--- src/rtl/jse_pkg.sv ---
// Shared types, character codes and helper functions for the JSON string escaper.
`timescale 1ns / 1ps

package jse_pkg;

    // Width of one string byte.
    localparam int BYTE_W = 8;
    // Width of a packed code point.
    localparam int CODE_W = 16;
    // Width of the byte index within a run of escape output.
    localparam int IDX_W = 3;

    // Kinds of output run that one input word can cause.
    localparam logic [1:0] KIND_PLAIN   = 2'd0;
    localparam logic [1:0] KIND_ESCAPE  = 2'd1;
    localparam logic [1:0] KIND_UNICODE = 2'd2;

    // Index of the last byte of an escape run and of a unicode escape run.
    localparam logic [IDX_W-1:0] IDX_ESC_LAST = 3'd1;
    localparam logic [IDX_W-1:0] IDX_UNI_LAST = 3'd5;

    // Character codes.
    localparam logic [BYTE_W-1:0] CHR_NUL       = 8'h00;
    localparam logic [BYTE_W-1:0] CHR_BACKSPACE = 8'h08;
    localparam logic [BYTE_W-1:0] CHR_TAB       = 8'h09;
    localparam logic [BYTE_W-1:0] CHR_NEWLINE   = 8'h0A;
    localparam logic [BYTE_W-1:0] CHR_FORMFEED  = 8'h0C;
    localparam logic [BYTE_W-1:0] CHR_RETURN    = 8'h0D;
    localparam logic [BYTE_W-1:0] CHR_QUOTE     = 8'h22;
    localparam logic [BYTE_W-1:0] CHR_SLASH     = 8'h2F;
    localparam logic [BYTE_W-1:0] CHR_ZERO      = 8'h30;
    localparam logic [BYTE_W-1:0] CHR_BACKSLASH = 8'h5C;
    localparam logic [BYTE_W-1:0] CHR_LOWER_A   = 8'h61;
    localparam logic [BYTE_W-1:0] CHR_LOWER_B   = 8'h62;
    localparam logic [BYTE_W-1:0] CHR_LOWER_F   = 8'h66;
    localparam logic [BYTE_W-1:0] CHR_LOWER_N   = 8'h6E;
    localparam logic [BYTE_W-1:0] CHR_LOWER_R   = 8'h72;
    localparam logic [BYTE_W-1:0] CHR_LOWER_T   = 8'h74;
    localparam logic [BYTE_W-1:0] CHR_LOWER_U   = 8'h75;
    localparam logic [BYTE_W-1:0] CHR_TILDE     = 8'h7E;

    // One pending output run: its kind, a plain or escape character, and a code point.
    typedef struct packed {
        logic [1:0]        kind;
        logic [BYTE_W-1:0] chr;
        logic [CODE_W-1:0] code;
    } t_run;

    // Escape letter for a byte, or NUL when the byte passes through unchanged.
    function automatic logic [BYTE_W-1:0] escape_letter(input logic [BYTE_W-1:0] b);
        logic [BYTE_W-1:0] letter;
        case (b)
            CHR_QUOTE:     letter = CHR_QUOTE;
            CHR_NEWLINE:   letter = CHR_LOWER_N;
            CHR_RETURN:    letter = CHR_LOWER_R;
            CHR_TAB:       letter = CHR_LOWER_T;
            CHR_BACKSPACE: letter = CHR_LOWER_B;
            CHR_FORMFEED:  letter = CHR_LOWER_F;
            CHR_BACKSLASH: letter = CHR_BACKSLASH;
            CHR_SLASH:     letter = CHR_SLASH;
            default:       letter = CHR_NUL;
        endcase
        return letter;
    endfunction

    // Lowercase hex digit for one nibble.
    function automatic logic [BYTE_W-1:0] hex_digit(input logic [3:0] n);
        logic [BYTE_W-1:0] d;
        if (n < 4'd10) begin
            d = CHR_ZERO + {4'd0, n};
        end else begin
            d = CHR_LOWER_A + {4'd0, n} - 8'd10;
        end
        return d;
    endfunction

endpackage

--- src/rtl/jse_seq.sv ---
// Byte classifier and multi-byte sequence gatherer that builds at most one output run per word.
`timescale 1ns / 1ps

module jse_seq (
    input  logic                       i_clk,
    input  logic                       i_rst_n,
    input  logic                       i_step,
    input  logic [jse_pkg::BYTE_W-1:0] i_byte,
    input  logic                       i_eos,
    output logic                       o_has_run,
    output jse_pkg::t_run              o_run
);
    import jse_pkg::*;

    logic [1:0]        r_gathered;
    logic [1:0]        r_seq_len;
    logic [BYTE_W-1:0] r_b0;
    logic [BYTE_W-1:0] r_b1;

    logic [1:0]        n_gathered;
    logic [1:0]        n_seq_len;
    logic [1:0]        lead_len;
    logic [1:0]        len_eff;
    logic [BYTE_W-1:0] b0_eff;
    logic [BYTE_W-1:0] b1_eff;
    logic [BYTE_W-1:0] letter;
    logic [CODE_W-1:0] code;
    logic              is_ascii;
    logic              complete;

    // Sequence length from the lead byte: set bits among its top three bits.
    assign lead_len = {1'b0, i_byte[7]} + {1'b0, i_byte[6]} + {1'b0, i_byte[5]};
    assign len_eff  = (r_gathered == 2'd0) ? lead_len : r_seq_len;
    assign b0_eff   = (r_gathered == 2'd0) ? i_byte : r_b0;
    assign b1_eff   = (r_gathered == 2'd1) ? i_byte : r_b1;
    assign complete = ({1'b0, r_gathered} + 3'd1) >= {1'b0, len_eff};
    assign is_ascii = i_byte <= CHR_TILDE;
    assign letter   = escape_letter(i_byte);

    // Pack the payload bits into a code point; the current byte is always the last one.
    always_comb begin
        case (len_eff)
            2'd1:    code = {9'd0, b0_eff[6:0]};
            2'd2:    code = {5'd0, b0_eff[4:0], b1_eff[5:0]};
            default: code = {b0_eff[3:0], b1_eff[5:0], i_byte[5:0]};
        endcase
    end

    // Describe the run of output bytes that this word causes.
    always_comb begin
        o_run.code = code;
        o_run.chr  = i_byte;
        o_run.kind = KIND_PLAIN;
        o_has_run  = 1'b0;
        if (i_byte == CHR_NUL) begin
            o_has_run = 1'b0;
        end else if (is_ascii) begin
            o_has_run = 1'b1;
            if (letter != CHR_NUL) begin
                o_run.kind = KIND_ESCAPE;
                o_run.chr  = letter;
            end
        end else begin
            o_has_run  = complete;
            o_run.kind = KIND_UNICODE;
        end
    end

    // Next sequence state; the end of a string drops whatever is pending.
    always_comb begin
        n_gathered = r_gathered;
        n_seq_len  = r_seq_len;
        if (i_byte != CHR_NUL && !is_ascii) begin
            if (r_gathered == 2'd0) begin
                n_seq_len = lead_len;
            end
            n_gathered = complete ? 2'd0 : r_gathered + 2'd1;
        end
        if (i_eos) begin
            n_gathered = 2'd0;
            n_seq_len  = 2'd0;
        end
    end

    // Sequence control state.
    always_ff @(posedge i_clk) begin
        if (!i_rst_n) begin
            r_gathered <= 2'd0;
            r_seq_len  <= 2'd0;
        end else if (i_step) begin
            r_gathered <= n_gathered;
            r_seq_len  <= n_seq_len;
        end
    end

    // Stored bytes of the pending sequence.
    always_ff @(posedge i_clk) begin
        if (i_step && i_byte != CHR_NUL && !is_ascii) begin
            if (r_gathered == 2'd0) begin
                r_b0 <= i_byte;
            end
            if (r_gathered == 2'd1) begin
                r_b1 <= i_byte;
            end
        end
    end

endmodule

--- src/rtl/jse_serial.sv ---
// Run register and output register that send one escaped byte per word.
`timescale 1ns / 1ps

module jse_serial (
    input  logic                       i_clk,
    input  logic                       i_rst_n,
    input  logic                       i_load,
    input  jse_pkg::t_run              i_run,
    output logic                       o_free,
    output logic                       o_valid,
    input  logic                       i_ready,
    output logic [jse_pkg::BYTE_W-1:0] o_out_byte,
    output logic                       o_last_of_run
);
    import jse_pkg::*;

    t_run              r_run;
    logic              r_run_valid;
    logic [IDX_W-1:0]  r_idx;
    logic              r_o_valid;
    logic [BYTE_W-1:0] r_o_byte;
    logic              r_o_last;

    logic              o_load;
    logic              cur_last;
    logic [BYTE_W-1:0] cur_byte;

    // Select the byte at the current index of the run.
    always_comb begin
        cur_byte = r_run.chr;
        cur_last = 1'b1;
        case (r_run.kind)
            KIND_PLAIN: begin
                cur_byte = r_run.chr;
                cur_last = 1'b1;
            end
            KIND_ESCAPE: begin
                cur_byte = (r_idx == 3'd0) ? CHR_BACKSLASH : r_run.chr;
                cur_last = r_idx == IDX_ESC_LAST;
            end
            KIND_UNICODE: begin
                cur_last = r_idx == IDX_UNI_LAST;
                case (r_idx)
                    3'd0:    cur_byte = CHR_BACKSLASH;
                    3'd1:    cur_byte = CHR_LOWER_U;
                    3'd2:    cur_byte = hex_digit(r_run.code[15:12]);
                    3'd3:    cur_byte = hex_digit(r_run.code[11:8]);
                    3'd4:    cur_byte = hex_digit(r_run.code[7:4]);
                    default: cur_byte = hex_digit(r_run.code[3:0]);
                endcase
            end
            default: begin
                cur_byte = r_run.chr;
                cur_last = 1'b1;
            end
        endcase
    end

    assign o_load = r_run_valid && (!r_o_valid || i_ready);
    assign o_free = !r_run_valid || (o_load && cur_last);

    // Run register and byte index.
    always_ff @(posedge i_clk) begin
        if (!i_rst_n) begin
            r_run_valid <= 1'b0;
            r_idx       <= '0;
        end else begin
            if (o_load && cur_last) begin
                r_run_valid <= 1'b0;
                r_idx       <= '0;
            end else if (o_load) begin
                r_idx <= r_idx + 3'd1;
            end
            if (i_load) begin
                r_run_valid <= 1'b1;
                r_idx       <= '0;
            end
        end
    end

    // Run payload.
    always_ff @(posedge i_clk) begin
        if (i_load) begin
            r_run <= i_run;
        end
    end

    // Output register valid.
    always_ff @(posedge i_clk) begin
        if (!i_rst_n) begin
            r_o_valid <= 1'b0;
        end else if (o_load) begin
            r_o_valid <= 1'b1;
        end else if (i_ready) begin
            r_o_valid <= 1'b0;
        end
    end

    // Output register payload.
    always_ff @(posedge i_clk) begin
        if (o_load) begin
            r_o_byte <= cur_byte;
            r_o_last <= cur_last;
        end
    end

    assign o_valid       = r_o_valid;
    assign o_out_byte    = r_o_byte;
    assign o_last_of_run = r_o_last;

endmodule

--- src/rtl/json_string_escaper_top.sv ---
// Top level of the JSON string escaper: input register, sequence gatherer and serializer.
`timescale 1ns / 1ps

// The escaper takes one string byte per word and sends its JSON-escaped form one byte
// per word, with o_last_of_run high on the final byte caused by each input word. Plain
// ASCII words flow at one word per cycle while i_ready is high, through the input register,
// run register and output register. A word that causes several output bytes holds the
// serializer until its last byte is loaded, as a two-byte escape or a completed multi-byte
// sequence (a six-byte unicode escape) does; NUL words and the non-final bytes of a sequence
// cause no output. The serializer's one-byte-per-cycle output register, stalled by a low i_ready, sets the rate.
module json_string_escaper_top (
    input  logic                       i_clk,
    input  logic                       i_rst_n,
    input  logic                       i_valid,
    output logic                       o_ready,
    input  logic [jse_pkg::BYTE_W-1:0] i_in_byte,
    input  logic                       i_end_of_string,
    output logic                       o_valid,
    input  logic                       i_ready,
    output logic [jse_pkg::BYTE_W-1:0] o_out_byte,
    output logic                       o_last_of_run
);
    import jse_pkg::*;

    logic              r_a_valid;
    logic [BYTE_W-1:0] r_a_byte;
    logic              r_a_eos;

    logic              a_step;
    logic              run_free;
    logic              has_run;
    t_run              run;

    assign a_step  = r_a_valid && run_free;
    assign o_ready = !r_a_valid || a_step;

    // Input register valid.
    always_ff @(posedge i_clk) begin
        if (!i_rst_n) begin
            r_a_valid <= 1'b0;
        end else if (i_valid && o_ready) begin
            r_a_valid <= 1'b1;
        end else if (a_step) begin
            r_a_valid <= 1'b0;
        end
    end

    // Input register payload.
    always_ff @(posedge i_clk) begin
        if (i_valid && o_ready) begin
            r_a_byte <= i_in_byte;
            r_a_eos  <= i_end_of_string;
        end
    end

    // Classify the word and gather multi-byte sequences.
    jse_seq u_seq (
        .i_clk     (i_clk),
        .i_rst_n   (i_rst_n),
        .i_step    (a_step),
        .i_byte    (r_a_byte),
        .i_eos     (r_a_eos),
        .o_has_run (has_run),
        .o_run     (run)
    );

    // Send the run one byte at a time.
    jse_serial u_serial (
        .i_clk         (i_clk),
        .i_rst_n       (i_rst_n),
        .i_load        (a_step && has_run),
        .i_run         (run),
        .o_free        (run_free),
        .o_valid       (o_valid),
        .i_ready       (i_ready),
        .o_out_byte    (o_out_byte),
        .o_last_of_run (o_last_of_run)
    );

`ifndef ASSERT_OFF
    // A waiting output word holds steady until it is taken.
    a_out_stable: assert property (@(posedge i_clk) disable iff (!i_rst_n)
        (o_valid && !i_ready) |=>
            (o_valid && $stable(o_out_byte) && $stable(o_last_of_run)))
        else $error("output word changed while waiting");

    // A NUL word never starts an output run.
    a_nul_no_run: assert property (@(posedge i_clk) disable iff (!i_rst_n)
        (a_step && r_a_byte == CHR_NUL) |-> !has_run)
        else $error("NUL word produced an output run");

    // Reset leaves no output word pending.
    a_reset_empty: assert property (@(posedge i_clk)
        !i_rst_n |=> !o_valid)
        else $error("output valid right after reset");
`endif

endmodule

--- config.mk ---
export PLATFORM = sky130hd
export DESIGN_NAME = json_string_escaper_top
export DESIGN_NICKNAME = d
export VERILOG_FILES = /design/src/rtl/jse_pkg.sv /design/src/rtl/jse_seq.sv /design/src/rtl/jse_serial.sv /design/src/rtl/json_string_escaper_top.sv
export SDC_FILE = /design/constraint.sdc
export NUM_CORES = 1
export LEC_CHECK = 0
export ABC_AREA = 1
export BUFFER_PORTS_ARGS = -buffer_cell sky130_fd_sc_hd__buf_2
export CAP_MARGIN = 20
export CORE_MARGIN = 2
export CORE_UTILIZATION = 50
export DETAILED_ROUTE_END_ITERATION = 10
export PLACE_DENSITY = 0.72
export SYNTH_ARGS = -nofsm -noshare
export SYNTH_HDL_FRONTEND = slang
export SYNTH_HIERARCHICAL = 1
export SYNTH_SLANG_ARGS = --single-unit
--- constraint.sdc ---
create_clock -name i_clk -period 7.32 [get_ports i_clk]
set_input_delay 1.098 -clock i_clk [delete_from_list [all_inputs] [get_ports i_clk]]
set_output_delay 1.098 -clock i_clk [all_outputs]
set_load 0.03 [all_outputs]
Word level (Yosys, flattened, before mapping) --
Cells that the tools add are included.
Storage, ports and cells: register bits after elaboration 67, input port bits 13, output and inout port bits 11, word-level logic and storage cells 116
Cells by class: add/sub/neg operators 17, magnitude comparators 6, equal/unequal tests 18, mux-type cells 30, bitwise operators 2, reductions and logical operators 27
Operators with widths (number):
- $mux 8 | 7
- $pmux 7 s8 | 1
- $eq 8x4->1 const B | 5
- $pmux 8 s5 | 1
- $add 7x4->8 const A | 4
- $pmux 16 s2 | 1
- $sub 8x4->8 const B | 4
- $add 6x4->7 const A | 4
- $eq 8x6->1 const B | 2
- $lt 4x4->1 const B | 4
- $pmux 8 s2 | 1
- $reduce_bool 8->1 | 2
- $mux 2 | 7
- $mux 9 | 1
- $eq 8x7->1 const B | 1
- $le 8x7->1 const B | 1
- $logic_and 1x1->1 | 8
- $logic_not 8->1 | 1
- $mux 1 | 8
- $reduce_bool 2->1 | 4
- $mux 7 | 1
- $eq 2x1->1 const B | 3
- $eq 3x2->1 const B | 2
- $eq 3x3->1 const B | 2
- 18 further kinds | 25

Longest topological paths before layout --
Gate-level depths: netlist (run 1).
depth in word-level cells 9, gate-level depth with buffers 15, mapped depth without buffers 14

By module --
Netlist (run 1), hierarchy kept.
Modules (own cells, without submodules):
- jse_serial | times used 1, cells an instance 244, area an instance 2184.6 um^2, sequential area each 1151.1 um^2
- jse_seq | times used 1, cells an instance 211, area an instance 1423.9 um^2, sequential area each 470.5 um^2
- json_string_escaper_top | times used 1, cells an instance 20, area an instance 336.6 um^2, sequential area each 290.3 um^2

Worst setup path before layout (run 1) --
No wires, ideal clock.
path kind register -> register, from register u_seq.r_gathered[0], to register u_serial.r_idx[0], library setup time 119 ps, arrival 3409 ps, required time 7201 ps, setup slack 3793 ps, cell stages (with the launch flop) 15, buffers on the path 1, period minus slack after synthesis 3527 ps, path through dfxtp_1 inv_1 ha_1 buf_2 o21a_1 inv_1 fa_1 nor2_1 nand2_1 a31oi_1 inv_1 nor2_1 inv_1 nand3_1 a21oi_1
Between the ends: word-level cells in the longest chain between the ends 7, elaborated cells between the ends (all ways) 8, classes of those cells 1 x add/sub; 1 x order compare; 3 x mux; 3 x reduce/logical
RTL lines:
- start: declaration | RTL line jse_seq.sv:15 | logic [1:0] r_gathered;
- start signal: assignment | RTL line jse_seq.sv:91 | r_gathered <= n_gathered;
- parallel branches: the longest is 2 deep, another holds $add 2x1->3
- $ge 3x2->1 * | RTL line jse_seq.sv:36 | assign complete = ({1'b0, r_gathered} + 3'd1) >= {1'b0, len_eff};
- $mux 1 * | RTL line jse_seq.sv:57 | end else if (is_ascii) begin
- $mux 1 * | RTL line jse_seq.sv:55 | if (i_byte == CHR_NUL) begin
- net has_run | RTL line json_string_escaper_top.sv:31 | logic has_run;
- $logic_and 1x1->1 * | RTL line json_string_escaper_top.sv:71 | .i_load (a_step && has_run),
- $reduce_or 3->1 (no source line) *
- end signal: assignment | RTL line jse_serial.sv:72 | r_idx <= r_idx + 3'd1;
- end: declaration | RTL line jse_serial.sv:19 | logic [IDX_W-1:0] r_idx;
Mark *: on every way through the listed nets, which the timed path passes. A chain may end at the register's enable or synchronous reset.

Worst setup path in the final report (run 1) --
from input port i_ready, to output port o_ready
Between the ends: word-level cells in the longest chain between the ends 6
RTL lines:
- start: declaration | RTL line json_string_escaper_top.sv:19 | input logic i_ready,
- $logic_or 1x1->1 | RTL line jse_serial.sv:59 | assign o_load = r_run_valid && (!r_o_valid || i_ready);
- $logic_and 1x1->1 | RTL line jse_serial.sv:59
- net u_serial.o_load | RTL line jse_serial.sv:24 | logic o_load;
- $logic_and 1x1->1 | RTL line jse_serial.sv:60 | assign o_free = !r_run_valid || (o_load && cur_last);
- $logic_or 1x1->1 | RTL line jse_serial.sv:60
- net run_free | RTL line json_string_escaper_top.sv:30 | logic run_free;
- $logic_and 1x1->1 | RTL line json_string_escaper_top.sv:34 | assign a_step = r_a_valid && run_free;
- $logic_or 1x1->1 | RTL line json_string_escaper_top.sv:35 | assign o_ready = !r_a_valid || a_step;
- end: declaration | RTL line json_string_escaper_top.sv:15 | output logic o_ready,
The timed path passes the listed nets, and every way through them passes these cells.

==> results of run 1 <==
-- routing by layer --
layer  part of all wire, %  track usage (%)  vias to the layer above
met5                     0                0                        -
met4                   2.4             8.95                        0
met3                   4.4             4.56                       21
met2                    48             31.6                       85
met1                    45             23.6                     1409
li1                      -                -                     1617
-- cells in the final DEF (no fill, tap or decap), types with 10 or more instances in the layout --
cell type	instances
sky130_fd_sc_hd__nand2_1	117
sky130_fd_sc_hd__dfxtp_1	10
sky130_fd_sc_hd__ha_1	16
sky130_fd_sc_hd__edfxtp_1	57
sky130_fd_sc_hd__a21oi_1	14
sky130_fd_sc_hd__o21ai_0	20
sky130_fd_sc_hd__nor2_1	63
sky130_fd_sc_hd__buf_2	23
sky130_fd_sc_hd__inv_1	76
sky130_fd_sc_hd__nand3_1	33
-- power by group through the flow --
stage               Sequential [mW]  Combinational (mW)  Clock [mW]
CTS                           0.477               0.208       0.347
global route                  0.481               0.237       0.360
floorplan                     0.489               0.152           0
global placement              0.484               0.201           0
detailed placement            0.486               0.206           0
finish                        0.477               0.208       0.339
-- per-stage QoR --
step / hold slack [ns] / std cells
after floorplan: 0.436 / 475
after global routing: 0.499 / 614
final: 0.460 / 614
after global placement: 0.446 / 598
after CTS: 0.463 / 614
after detailed placement: 0.453 / 598
-- state kept, by name, indices dropped and copies added (netlist names), 2 cells and up --
name,cells
u_serial/r_run,26
r_a_byte,8
u_serial/o_out_byte,8
u_seq/r_b0,7
u_seq/r_b1,6
u_serial/r_idx,3
u_seq/r_gathered,2
u_seq/r_seq_len,2
-- cell families (layout without fill, tap and decap cells) --
group,Yosys count,after routing,synth area share [%]
buffers and inverters,85,122,8.21
AO/OA/AOI/OAI,64,64,9.99
flip-flops,67,67,48.5
adder cells (fa/ha/maj),18,18,6.09
AND/OR/NAND/NOR,241,241,27.2
-- worst max-delay path, delay by kind of cell --
kind / cells / cell delay [ns]
buffers and inverters: 5 / 0.74
AND/OR/NAND/NOR: 5 / 0.54
-- worst max-delay path by stage --
stage,from,endpoint,cells after the start
finish,i_ready,o_ready,10
global placement,i_ready,o_ready,10
detailed placement,i_ready,o_ready,10
global route,i_ready,o_ready,10
floorplan,u_seq/r_gathered[0]$_SDFFE_PN0P_,u_serial/r_idx[0]$_SDFFE_PP0P_,14
CTS,i_ready,o_ready,10
-- cells in the mapped netlist, drive strengths merged --
cell | number | share of area [%]
or2 | 1 | 0.16
nand3 | 36 | 4.9
clkinv | 1 | 0.095
a21oi | 18 | 2.7
o21ai | 26 | 3.5
fa | 2 | 1.0
inv | 80 | 7.7
a21boi | 1 | 0.19
nand4 | 1 | 0.16
a31oi | 3 | 0.48
nor4 | 1 | 0.16
clkbuf | 2 | 0.19
o21a | 1 | 0.19
dfxtp | 10 | 5.1
o221ai | 5 | 1.1
nor3 | 3 | 0.38
buf | 2 | 0.25
nand2 | 130 | 14
o211ai | 5 | 0.95
nor2 | 69 | 7.5
o22ai | 4 | 0.63
edfxtp | 57 | 43
ha | 16 | 5.1
o21bai | 1 | 0.29
-- final cells by class --
class	count	area share, %
Tap cell	102	2.89
Multi-Input combinational cell	323	38.7
Inverter	81	6.94
Clock buffer	11	3.94
Sequential cell	67	43.3
Clock inverter	5	1.27
Timing Repair Buffer	25	2.95
==> impl_summary.log, run 1 <==
INFO  metric die_height = 92.8 microns
INFO  metric reg2reg_setup_slack = 4.35 ns
INFO  metric post_route_cells_drive_above_1_share = 14.6%
INFO  metric destination_of_the_worst_register_to_register_timing_path = u_serial/r_run[10]$_DFFE_PP_
INFO  metric gp_congestion = 1.01
INFO  metric path_cells = buf_2, inv_1, nand2_1, nand2_1, inv_1, nand2_1, nand2_1, inv_1, nand2_2, buf_2
INFO  metric design_area = 0.00442 sq mm
INFO  metric drt_drc_violations_left = 0
INFO  metric setup-violations-final = 0
INFO  metric fillCellCount = 675
INFO  metric cts_tree = done
INFO  metric insertion_delay = 0.35 ns
INFO  metric remaining_antenna_violation_count = 0
INFO  metric post_synth_inst_count = 475
INFO  metric postCtsHoldBufs = 0
INFO  metric power_density = 232 mW/mm^2
INFO  metric syn_warnings = 6
INFO  metric max_stage_delay = 0.37 ns
INFO  metric run_status = finished, final reports clean
INFO  metric hpwlAfterDp = 6000 microns
INFO  metric synth_sequential_area_ratio = 48.5%
INFO  metric final.setup_skew = 0.0116 ns
INFO  metric hold_violation_total_from_the_final_report = 0
INFO  metric overflow = 0
INFO  metric p_clk_share = 33.1%
INFO  metric first_pass_detailed_route_iteration_total = 5
INFO  metric syn_nets = 506
INFO  metric layout_worst_path_cycle_share = 47.5%
INFO  metric total_power_of_the_final_layout = 1.02 mW
INFO  metric area.sequential = 0.00191 sq mm
INFO  metric fmax = 287 MHz
INFO  metric postCtsSetupBuffers = 0
INFO  metric cts_resized = 0
INFO  metric static-leakage-power = 2.00 nW
INFO  metric worst-setup-path-type = input pin to primary output
INFO  metric worst_slew_margin_rel = 44.1%
INFO  metric internal_power = 724 uW
INFO  metric worstSetupStartpointType = input pin
INFO  metric synthesis.area = 0.00395 sq mm
INFO  metric placeableCoreArea = 0.00769 sq mm
INFO  metric grt_start_max_net_pins = 27
INFO  metric clock_tree.htree_level_count = 3
INFO  metric holdCritPathClass = register to register
INFO  metric top_level_pins = 24
INFO  metric portBuffers = 23
INFO  metric synthToLayoutAreaGrowth = 12.0%
INFO  metric route.detailed.wl_per_inst = 12.5 microns
INFO  metric final_core_utilization = 57.5%
INFO  metric clock-sinks = 67
INFO  metric die_w = 92.8 microns
INFO  metric hp-start = u_seq/r_seq_len[1]$_SDFFE_PN0P_
INFO  metric reg2reg_depth = 10
INFO  metric fin_tns_setup = 0 ns
INFO  metric synth_area_per_cell = 8.31 sq um
INFO  metric ys_ff_latch = 67
INFO  metric cts_max_path_buffers = 2
INFO  metric whs_endpoint = u_seq/r_seq_len[1]$_SDFFE_PN0P_
INFO  metric rows = 32
INFO  metric num_antenna_cells = 0
INFO  metric holdPathStages = 2
INFO  metric critical_path.most_common_cell = sky130_fd_sc_hd__nand2_1
INFO  metric postLayoutSetupSlackWorst = 3.84 ns
INFO  metric total_switching_power = 300 uW
INFO  metric cp-end-kind = primary output
INFO  metric clk_pin_slew_worst_paths = 0.07 ns
INFO  metric drtIter0Drc = 143
INFO  metric power_frac_comb = 20.3%
INFO  metric multi_input_comb_area = 0.00171 sq mm
INFO  metric worst-endpoint-required = 6.22 ns
INFO  metric critical_path_peak_fanout = 12
INFO  metric grt_antenna_before_repair = 0
INFO  metric global_route.usage.total = 19.1%
INFO  metric pwr-share-seq = 46.6%
INFO  metric routed_via_density = 5.10
INFO  metric synth.distinct_cells = 35
INFO  metric rsz0062_at_grt = no
INFO  metric start_util = 51.3%
INFO  metric timing_max_transition_violations_final = 0
INFO  metric cap_violations = 0
INFO  metric pre_cts_slack = 3.87 ns
INFO  metric rr_startpoint = u_seq/r_gathered[0]$_SDFFE_PN0P_
INFO  metric grt_pass1_wl = 12,800 microns
INFO  metric placedInstanceArea = 0.00419 sq mm
INFO  metric routed_wl = 7670 microns
INFO  metric final.min_clock_period = 3.48 ns
INFO  metric floorplan.die_area = 0.00862 sq mm
INFO  metric ctsRootBufferMaster = sky130_fd_sc_hd__clkbuf_8
INFO  metric swShare = 29.3%
INFO  metric vias_in_the_first_global_route = 2,919
INFO  metric nets = 538
INFO  metric irDropWorstVdd = 0.000163 V
INFO  metric library_cell_contributing_the_largest_single_delay_on_the_critical_path = sky130_fd_sc_hd__inv_1
INFO  metric cts_made_buffers = 9
INFO  metric worst-slew-pin-transition = 0.839 ns
INFO  metric via_count = 3,132
INFO  metric worstPathArrival = 2.38 ns
No activity file was read; power rests on OpenSTA's default activity.
==> inputs of run 2 (changes only) <==
Settings changed: ABC_AREA 1 to 0, PLACE_DENSITY 0.72 to 0.74.
Clock period 7.32 ns to 3 ns, I/O delays scaled along.
==> impl_summary.log, run 2 <==
INFO  metric cts_tree = done
INFO  metric syn_nets = 376 (-26%)
INFO  metric synth-compound-area-share = 17.4% (+7.4 points)
INFO  metric max_stage_delay = 0.48 ns (+0.11 ns)
INFO  metric number_of_flops_mapped_to_enable_cells_by_yosys = 57 (unchanged)
INFO  metric cts_made_buffers = 9 (unchanged)
INFO  metric pre_cts_slack = 0.167 ns (-3.70 ns)
INFO  metric cts_max_path_buffers = 2 (unchanged)
INFO  metric library_cell_contributing_the_largest_single_delay_on_the_critical_path = sky130_fd_sc_hd__edfxtp_1
INFO  metric critical_path.n_buffers_inverters = 2 (-3)
INFO  metric ctsRootBufferMaster = sky130_fd_sc_hd__clkbuf_8
INFO  metric worst-setup-path-type = register to register
INFO  metric first_pass_detailed_route_iteration_total = 5 (unchanged)
INFO  metric hold_violation_total_from_the_final_report = 0 (unchanged)
INFO  metric irDropWorstVdd = 0.000306 V (+88%)
INFO  metric rows = 31 (-3.1%)
INFO  metric biggest_area_consumer_among_synthesized_cells = sky130_fd_sc_hd__edfxtp_1
INFO  metric asyncSetResetFlopFracSynth = 0% (unchanged)
INFO  metric routed_wl = 7330 microns (-4.4%)
INFO  metric nets = 401 (-25%)
INFO  metric final_core_utilization = 57.2% (-0.27 points)
INFO  metric largest_register_ffs = 26 (unchanged)
INFO  metric synth_adder_area_share = 6.40% (+0.31 points)
INFO  metric synthToLayoutAreaGrowth = 10.6%
INFO  metric rsz0062_at_grt = no
INFO  metric overflow = 0 (unchanged)
INFO  metric clk_pin_slew_worst_paths = 0.08 ns (about the same)
INFO  metric reg2reg_depth = 10 (unchanged)
INFO  metric synth_mux_area_share = 4.90% (+4.9 points)
INFO  metric cap_violations = 0 (unchanged)
INFO  metric synth.top_cells.by_area = sky130_fd_sc_hd__edfxtp_1 (46%), sky130_fd_sc_hd__dfxtp_1 (5.3%), sky130_fd_sc_hd__ha_1 (5.3%)
INFO  metric worst-slew-pin-transition = 0.627 ns (-0.213 ns)
INFO  metric floorplan.die_area = 0.00821 sq mm (-4.7%)
INFO  metric num_antenna_cells = 0 (unchanged)
INFO  metric via_count = 2,686 (-14%)
INFO  metric postLayoutSetupSlackWorst = 0.173 ns (-3.67 ns)
INFO  metric most_frequent_cell_after_synthesis = sky130_fd_sc_hd__edfxtp_1
INFO  metric layout_worst_path_cycle_share = 94.2%
INFO  metric ys.flop_type = sky130_fd_sc_hd__edfxtp_1
INFO  metric synthesis.area = 0.00375 sq mm (-4.9%)
INFO  metric worstSetupStartpointType = register
INFO  metric static-leakage-power = 1.54 nW (-23%)
INFO  metric post_synth_inst_count = 345 (-27%)
INFO  metric fin_tns_setup = 0 ns (unchanged)
INFO  metric fmax = 354 MHz
INFO  metric clock_tree.htree_level_count = 3 (unchanged)
INFO  metric remaining_antenna_violation_count = 0 (unchanged)
INFO  metric post_route_cells_drive_above_1_share = 20.0% (+5.4 points)
INFO  metric power_density = 515 mW/mm^2 (+120%)
INFO  metric cp-end-kind = register
INFO  metric drt_drc_violations_left = 0 (unchanged)
INFO  metric ys_top_cells_by_count = sky130_fd_sc_hd__edfxtp_1 (57), sky130_fd_sc_hd__nand2_1 (37), sky130_fd_sc_hd__inv_1 (22), sky130_fd_sc_hd__o21ai_0 (22), sky130_fd_sc_hd__ha_1 (16)
INFO  metric final.min_clock_period = 2.83 ns
INFO  metric portBuffers = 23 (unchanged)
INFO  metric grt_start_max_net_pins = 28 (+3.7%)
INFO  metric die_w = 90.6 microns (-2.4%)
INFO  metric grt_pass1_wl = 12,300 microns (-3.6%)
INFO  metric final.setup_skew = 0.0100 ns (-0.00159 ns)
INFO  metric vias_in_the_first_global_route = 2,523 (-14%)
INFO  metric hpwlAfterDp = 5430 microns (-9.5%)
INFO  metric holdCritPathClass = input pin to register
INFO  metric critical_path.most_common_cell = sky130_fd_sc_hd__fa_1
INFO  metric start_util = 51.7% (+0.42 points)
INFO  metric worst_slew_margin_rel = 57.8% (+14 points)
INFO  metric routed_via_density = 5.67 (+11%)
INFO  metric global_route.usage.total = 19.0% (-0.12 points)
INFO  metric worst_path_depth = 10 (unchanged)
INFO  metric top_area_cell_type_share_of_the_netlist_area = 45.6% (+2.2 points)
INFO  metric cell_family_contributing_the_most_delay_on_the_critical_path = adder cells
INFO  metric critical_path_peak_fanout = 27 (+15)
INFO  metric setup-violations-final = 0 (unchanged)
INFO  metric main_combinational_cell_family_by_area_after_synthesis = compound AO/OA/AOI/OAI gates
INFO  metric drtIter0Drc = 206 (+44%)
INFO  metric holdPathStages = 1 (-1)
INFO  metric synth-simple-area-share = 15.0% (-12 points)
INFO  metric synthXorXnorAreaFrac = 0.934% (+0.93 points)
INFO  metric synth_area_per_cell = 10.9 sq um (+31%)
INFO  metric postCtsSetupBuffers = 0 (unchanged)
INFO  metric worst-endpoint-required = 3.24 ns (-2.98 ns)
INFO  metric design_area = 0.00415 sq mm (-6.1%)
INFO  metric top_register = u_serial/r_run
INFO  metric route.detailed.wl_per_inst = 15.5 microns (+24%)
INFO  metric die_height = 90.6 microns (-2.4%)
INFO  metric synth.distinct_cells = 68 (+94%)
INFO  metric postCtsHoldBufs = 0 (unchanged)
INFO  metric grt_antenna_before_repair = 0 (unchanged)
INFO  metric path_cells = fa_1, mux2_2, fa_1, a311oi_1, o31a_1, and3_2, buf_12, inv_1, nand2_1, nor2_1
INFO  metric insertion_delay = 0.34 ns (about the same)
INFO  metric syn_warnings = 6 (unchanged)
INFO  metric worstPathArrival = 3.06 ns (+0.68 ns)
INFO  metric leading_cell_types_in_the_layout_fill_and_taps_excluded = sky130_fd_sc_hd__edfxtp_1 (57), sky130_fd_sc_hd__nand2_1 (37), sky130_fd_sc_hd__buf_2 (23)
INFO  metric synth_sequential_area_ratio = 51.0% (+2.5 points)
INFO  metric top_level_pins = 24 (unchanged)
INFO  metric placeableCoreArea = 0.00725 sq mm (-5.6%)
INFO  metric timing_max_transition_violations_final = 0 (unchanged)
INFO  metric placedInstanceArea = 0.00397 sq mm (-5.2%)
INFO  metric run_status = finished, final reports clean
INFO  metric gp_congestion = 0.899 (-11%)
INFO  metric cts_resized = 0 (unchanged)
INFO  metric clock-sinks = 67 (unchanged)
INFO  metric final_common_cell = sky130_fd_sc_hd__edfxtp_1
INFO  metric ys_ff_latch = 67 (unchanged)
==> run 2: cell types whose count changed after synthesis, sizes merged, moves of 8 or more <==
cell,change
nand3,-27
inv,-55
nand2b,+8
mux2,+16
nor2,-55
and2,+9
nor2b,+9
nand2,-93
==> run 2: per-stage QoR <==
stage	hold WS (ns)	instances	total power, mW
after floorplan	0.447	345	1.39
after global placement	0.466	458	1.47
after detailed placement	0.484	458	1.49
after CTS	0.263	474	2.15
after global routing	0.263	474	2.25
final	0.280	474	2.14
==> run 2: final timing paths <==
path,slack [ns],end,from
worst max-delay path,0.17,u_serial/r_idx[0]$_SDFFE_PP0P_,r_a_byte[7]$_DFFE_PP_
worst min-delay path,0.28,r_a_byte[4]$_DFFE_PP_,i_in_byte[4]
worst min register to register,0.48,u_serial/o_valid$_SDFFE_PN0P_,u_serial/r_run_valid$_SDFFE_PN0P_
worst max register to register,0.17,u_serial/r_idx[0]$_SDFFE_PP0P_,r_a_byte[7]$_DFFE_PP_
==> run 2: layout make-up <==
type,instances,area [sq um]
fill,618,3100
tap,99,124
multi-input combinational,239,1680
timing repair buffer,28,165
clock inverter,6,40.0
sequential,67,1910
clock buffer,10,138
inverter,25,93.8
==> run 2: cells by family after synthesis <==
group / after synthesis
buffers and inverters: 39
xor gates and xnor gates: 4
DFF: 67
muxes: 16
and+or+nand+nor: 107
adders and majority gates: 18
AOI/OAI and AO/OA: 94
==> run 2: power breakdown <==
group / leakage (nW) / internal, mW / switching [mW]
logic: 0.846 / 0.132 / 0.199
registers: 0.616 / 1.09 / 0.0491
clock network: 0.0823 / 0.320 / 0.349
==> run 2: worst register-to-register path: stages, from the launching register on <==
cell and delay, ns:
sky130_fd_sc_hd__edfxtp_1 0.48, sky130_fd_sc_hd__fa_1 0.40, sky130_fd_sc_hd__mux2_2 0.32, sky130_fd_sc_hd__fa_1 0.43, sky130_fd_sc_hd__a311oi_1 0.33, sky130_fd_sc_hd__o31a_1 0.15, sky130_fd_sc_hd__and3_2 0.20, sky130_fd_sc_hd__buf_12 0.18
sky130_fd_sc_hd__inv_1 0.07, sky130_fd_sc_hd__nand2_1 0.10, sky130_fd_sc_hd__nor2_1 0.06
==> run 2: layer usage <==
layer	vias up	part of all wire (%)	global-route usage [%]	wire, microns
met4	0	2.2	8.33	163
met3	15	4.8	4.26	351
li1	1330	-	-	-
met2	83	48	30.3	3480
met5	-	0	0	0
met1	1258	45	24.8	3330
==> inputs of run 3 (changes only) <==
Settings changed: CAP_MARGIN 20 to 0, CORE_UTILIZATION 50 to 25, PLACE_DENSITY 0.74 to 0.45.
==> impl_summary.log, run 3 (synthesis gave the netlist of run 2 again) <==
INFO  metric drt_drc_violations_left = 0 (unchanged)
INFO  metric postCtsHoldBufs = 0 (unchanged)
INFO  metric post_route_cells_drive_above_1_share = 20.6% (+0.63 points)
INFO  metric final.min_clock_period = 2.81 ns (-0.0125 ns)
INFO  metric routed_wl = 8060 microns (+10%)
INFO  metric grt_antenna_before_repair = 0 (unchanged)
INFO  metric placeableCoreArea = 0.0146 sq mm (+100%)
INFO  metric route.detailed.wl_per_inst = 14.3 microns (-7.2%)
INFO  metric first_pass_detailed_route_iteration_total = 4 (-1)
INFO  metric largest_register_ffs = 26 (unchanged)
INFO  metric worst_hold_slack = 0.291 ns (+0.0110 ns)
INFO  metric leading_cell_types_in_the_layout_fill_and_taps_excluded = sky130_fd_sc_hd__edfxtp_1 (57), sky130_fd_sc_hd__nand2_1 (37), sky130_fd_sc_hd__buf_2 (23)
INFO  metric worst-endpoint-required = 3.22 ns (-0.02 ns)
INFO  metric design_area = 0.00442 sq mm (+6.5%)
INFO  metric overflow = 0 (unchanged)
INFO  metric top_level_pins = 24 (unchanged)
INFO  metric library_cell_contributing_the_largest_single_delay_on_the_critical_path = sky130_fd_sc_hd__fa_1
INFO  metric grt_start_max_net_pins = 28 (unchanged)
INFO  metric worst_slew_margin_rel = 57.8% (about the same)
INFO  metric fin_tns_setup = 0 ns (unchanged)
INFO  metric ctsRootBufferMaster = sky130_fd_sc_hd__clkbuf_16
INFO  metric critical_path.most_common_cell = sky130_fd_sc_hd__fa_1
INFO  metric critical_path_peak_fanout = 27 (unchanged)
INFO  metric fillCellCount = 1,484 (+140%)
INFO  metric rsz0062_at_grt = no
INFO  metric routed_via_density = 4.61 (-19%)
INFO  metric clk_pin_slew_worst_paths = 0.06 ns (-0.02 ns)
INFO  metric total_power_of_the_final_layout = 2.59 mW (+21%)
INFO  metric drtIter0Drc = 161 (-22%)
INFO  metric final_common_cell = sky130_fd_sc_hd__edfxtp_1
INFO  metric hp-start = i_in_byte[5]
INFO  metric rows = 44 (+42%)
INFO  metric gp_congestion = 0.798 (-11%)
INFO  metric holdCritPathClass = input pin to register
INFO  metric pre_cts_slack = 0.185 ns (+0.0182 ns)
INFO  metric start_util = 25.7% (-26 points)
INFO  metric whs_endpoint = r_a_byte[5]$_DFFE_PP_
INFO  metric nets = 404 (+0.75%)
INFO  metric insertion_delay = 0.33 ns (about the same)
INFO  metric destination_of_the_worst_register_to_register_timing_path = u_serial/r_idx[2]$_SDFFE_PP0P_
INFO  metric final.setup_skew = 0.00775 ns (-0.00226 ns)
INFO  metric clock_tree.htree_level_count = 3 (unchanged)
INFO  metric detailroute.wirelength.met2 = 3630 microns (+4.3%)
INFO  metric placedCellCount = 546 (+19%)
INFO  metric via_count = 2,589 (-3.6%)
INFO  metric rr_startpoint = r_a_byte[5]$_DFFE_PP_
INFO  metric postLayoutSetupSlackWorst = 0.185 ns (+0.0125 ns)
INFO  metric vias_in_the_first_global_route = 2,637 (+4.5%)
INFO  metric timing_max_transition_violations_final = 0 (unchanged)
INFO  metric layout.cells.non_filler = 562 (+19%)
INFO  metric grt_pass1_wl = 13,500 microns (+9.9%)
INFO  metric fmax = 355 MHz (+0.44%)
INFO  metric placedInstanceArea = 0.00410 sq mm (+3.2%)
INFO  metric path_cells = fa_1, mux2_2, fa_1, a311oi_1, o31a_1, and3_2, buf_12, inv_1, nand2_1, nor2_1
INFO  metric irDropWorstVdd = 0.000332 V (+8.4%)
INFO  metric postCtsSetupBuffers = 0 (unchanged)
INFO  metric highest_metal_used = met4
INFO  metric synthToLayoutAreaGrowth = 17.8%
INFO  metric cp-end-kind = register
INFO  metric cts_resized = 0 (unchanged)
INFO  metric floorplan.die_area = 0.0160 sq mm (+95%)
INFO  metric die_w = 127 microns (+40%)
INFO  metric hold_violation_total_from_the_final_report = 0 (unchanged)
INFO  metric worstSetupStartpointType = register
INFO  metric portBuffers = 23 (unchanged)
INFO  metric cts_made_buffers = 9 (unchanged)
INFO  metric num_antenna_cells = 0 (unchanged)
INFO  metric final_core_utilization = 30.3% (-27 points)
INFO  metric clock-sinks = 67 (unchanged)
INFO  metric cap_violations = 0 (unchanged)
INFO  metric layout_worst_path_cycle_share = 93.8% (-0.42 points)
INFO  metric worst-slew-pin-transition = 0.633 ns (+0.00665 ns)
INFO  metric setup-violations-final = 0 (unchanged)
INFO  metric global_route.usage.total = 10.7% (-8.2 points)
INFO  metric cts_max_path_buffers = 2 (unchanged)
INFO  metric top_register = u_serial/r_run
INFO  metric cts_tree = done
INFO  metric hpwlAfterDp = 5970 microns (+10%)
INFO  metric static-leakage-power = 1.63 nW (+5.5%)
INFO  metric run_status = finished, final reports clean
INFO  metric wl_met3 = 229 microns (-35%)
INFO  metric worstSetupStartpoint = r_a_byte[5]$_DFFE_PP_
INFO  metric worst-setup-path-type = register to register
INFO  metric holdPathStages = 1 (unchanged)
INFO  metric reg2reg_setup_slack = 0.19 ns (about the same)
INFO  metric max_stage_delay = 0.43 ns (-0.05 ns)
INFO  metric reg2reg_depth = 10 (unchanged)
INFO  metric power_density = 587 mW/mm^2 (+14%)
INFO  metric worstPathArrival = 3.03 ns (-0.03 ns)
INFO  metric die_height = 127 microns (+40%)
INFO  metric remaining_antenna_violation_count = 0 (unchanged)
INFO  metric met1_length = 4080 microns (+23%)
## run 3: cell types whose count changed in the layout (fill, tap and decap cells not counted)
| cell | delta |
|---|---|
| sky130_fd_sc_hd__clkbuf_8 | -10 |
| sky130_fd_sc_hd__clkbuf_16 | +9 |
| sky130_fd_sc_hd__buf_4 | +3 |
| sky130_fd_sc_hd__bufinv_16 | +2 |
| sky130_fd_sc_hd__clkinv_4 | +2 |
| sky130_fd_sc_hd__clkinvlp_4 | -2 |
| sky130_fd_sc_hd__clkbuf_1 | +1 |
| sky130_fd_sc_hd__clkinv_1 | -1 |
| sky130_fd_sc_hd__inv_6 | -1 |
## run 3: worst max path at each step
stage | to | depth (start not counted) | slack (ns)
3_3_place_gp | u_serial/r_idx[0]$_SDFFE_PP0P_ | 10 | 0.21
4_1_cts | u_serial/r_idx[0]$_SDFFE_PP0P_ | 10 | 0.16
5_1_grt | u_serial/r_idx[2]$_SDFFE_PP0P_ | 10 | 0.03
3_5_place_dp | u_serial/r_idx[0]$_SDFFE_PP0P_ | 10 | 0.19
6_report | u_serial/r_idx[2]$_SDFFE_PP0P_ | 10 | 0.19
2_1_floorplan | u_serial/r_idx[0]$_SDFFE_PP0P_ | 11 | 0.08
## run 3: layout make-up
type                       instances  area (sq um)  area share [%]
tap                              184           230            5.21
inverter                          25          93.8            2.12
sequential                        67          1910            43.3
clock buffer                      10           229            5.18
clock inverter                     6          90.1            2.04
multi-input combinational        239          1680            37.9
timing repair buffer              31           188            4.25
## run 3: critical path, delay by kind of cell (launching register included)
family	cells	cell delay, ns
fa+ha+maj	2	0.86
compound gates	2	0.50
flops	1	0.42
simple gates	3	0.35
mux	1	0.32
buf+inv	2	0.25
## run 3: routing by layer
layer / global-route usage, % / vias up
li1: - / 1329
met1: 14.3 / 1213
met2: 16.4 / 39
met3: 2.53 / 8
met4: 5.04 / 0
met5: 0 / -
## run 3: power by group
part           leakage (nW)  switching (mW)  internal (mW)
Clock                 0.153           0.388          0.728
Sequential            0.616          0.0446           1.09
Combinational         0.861           0.210          0.135
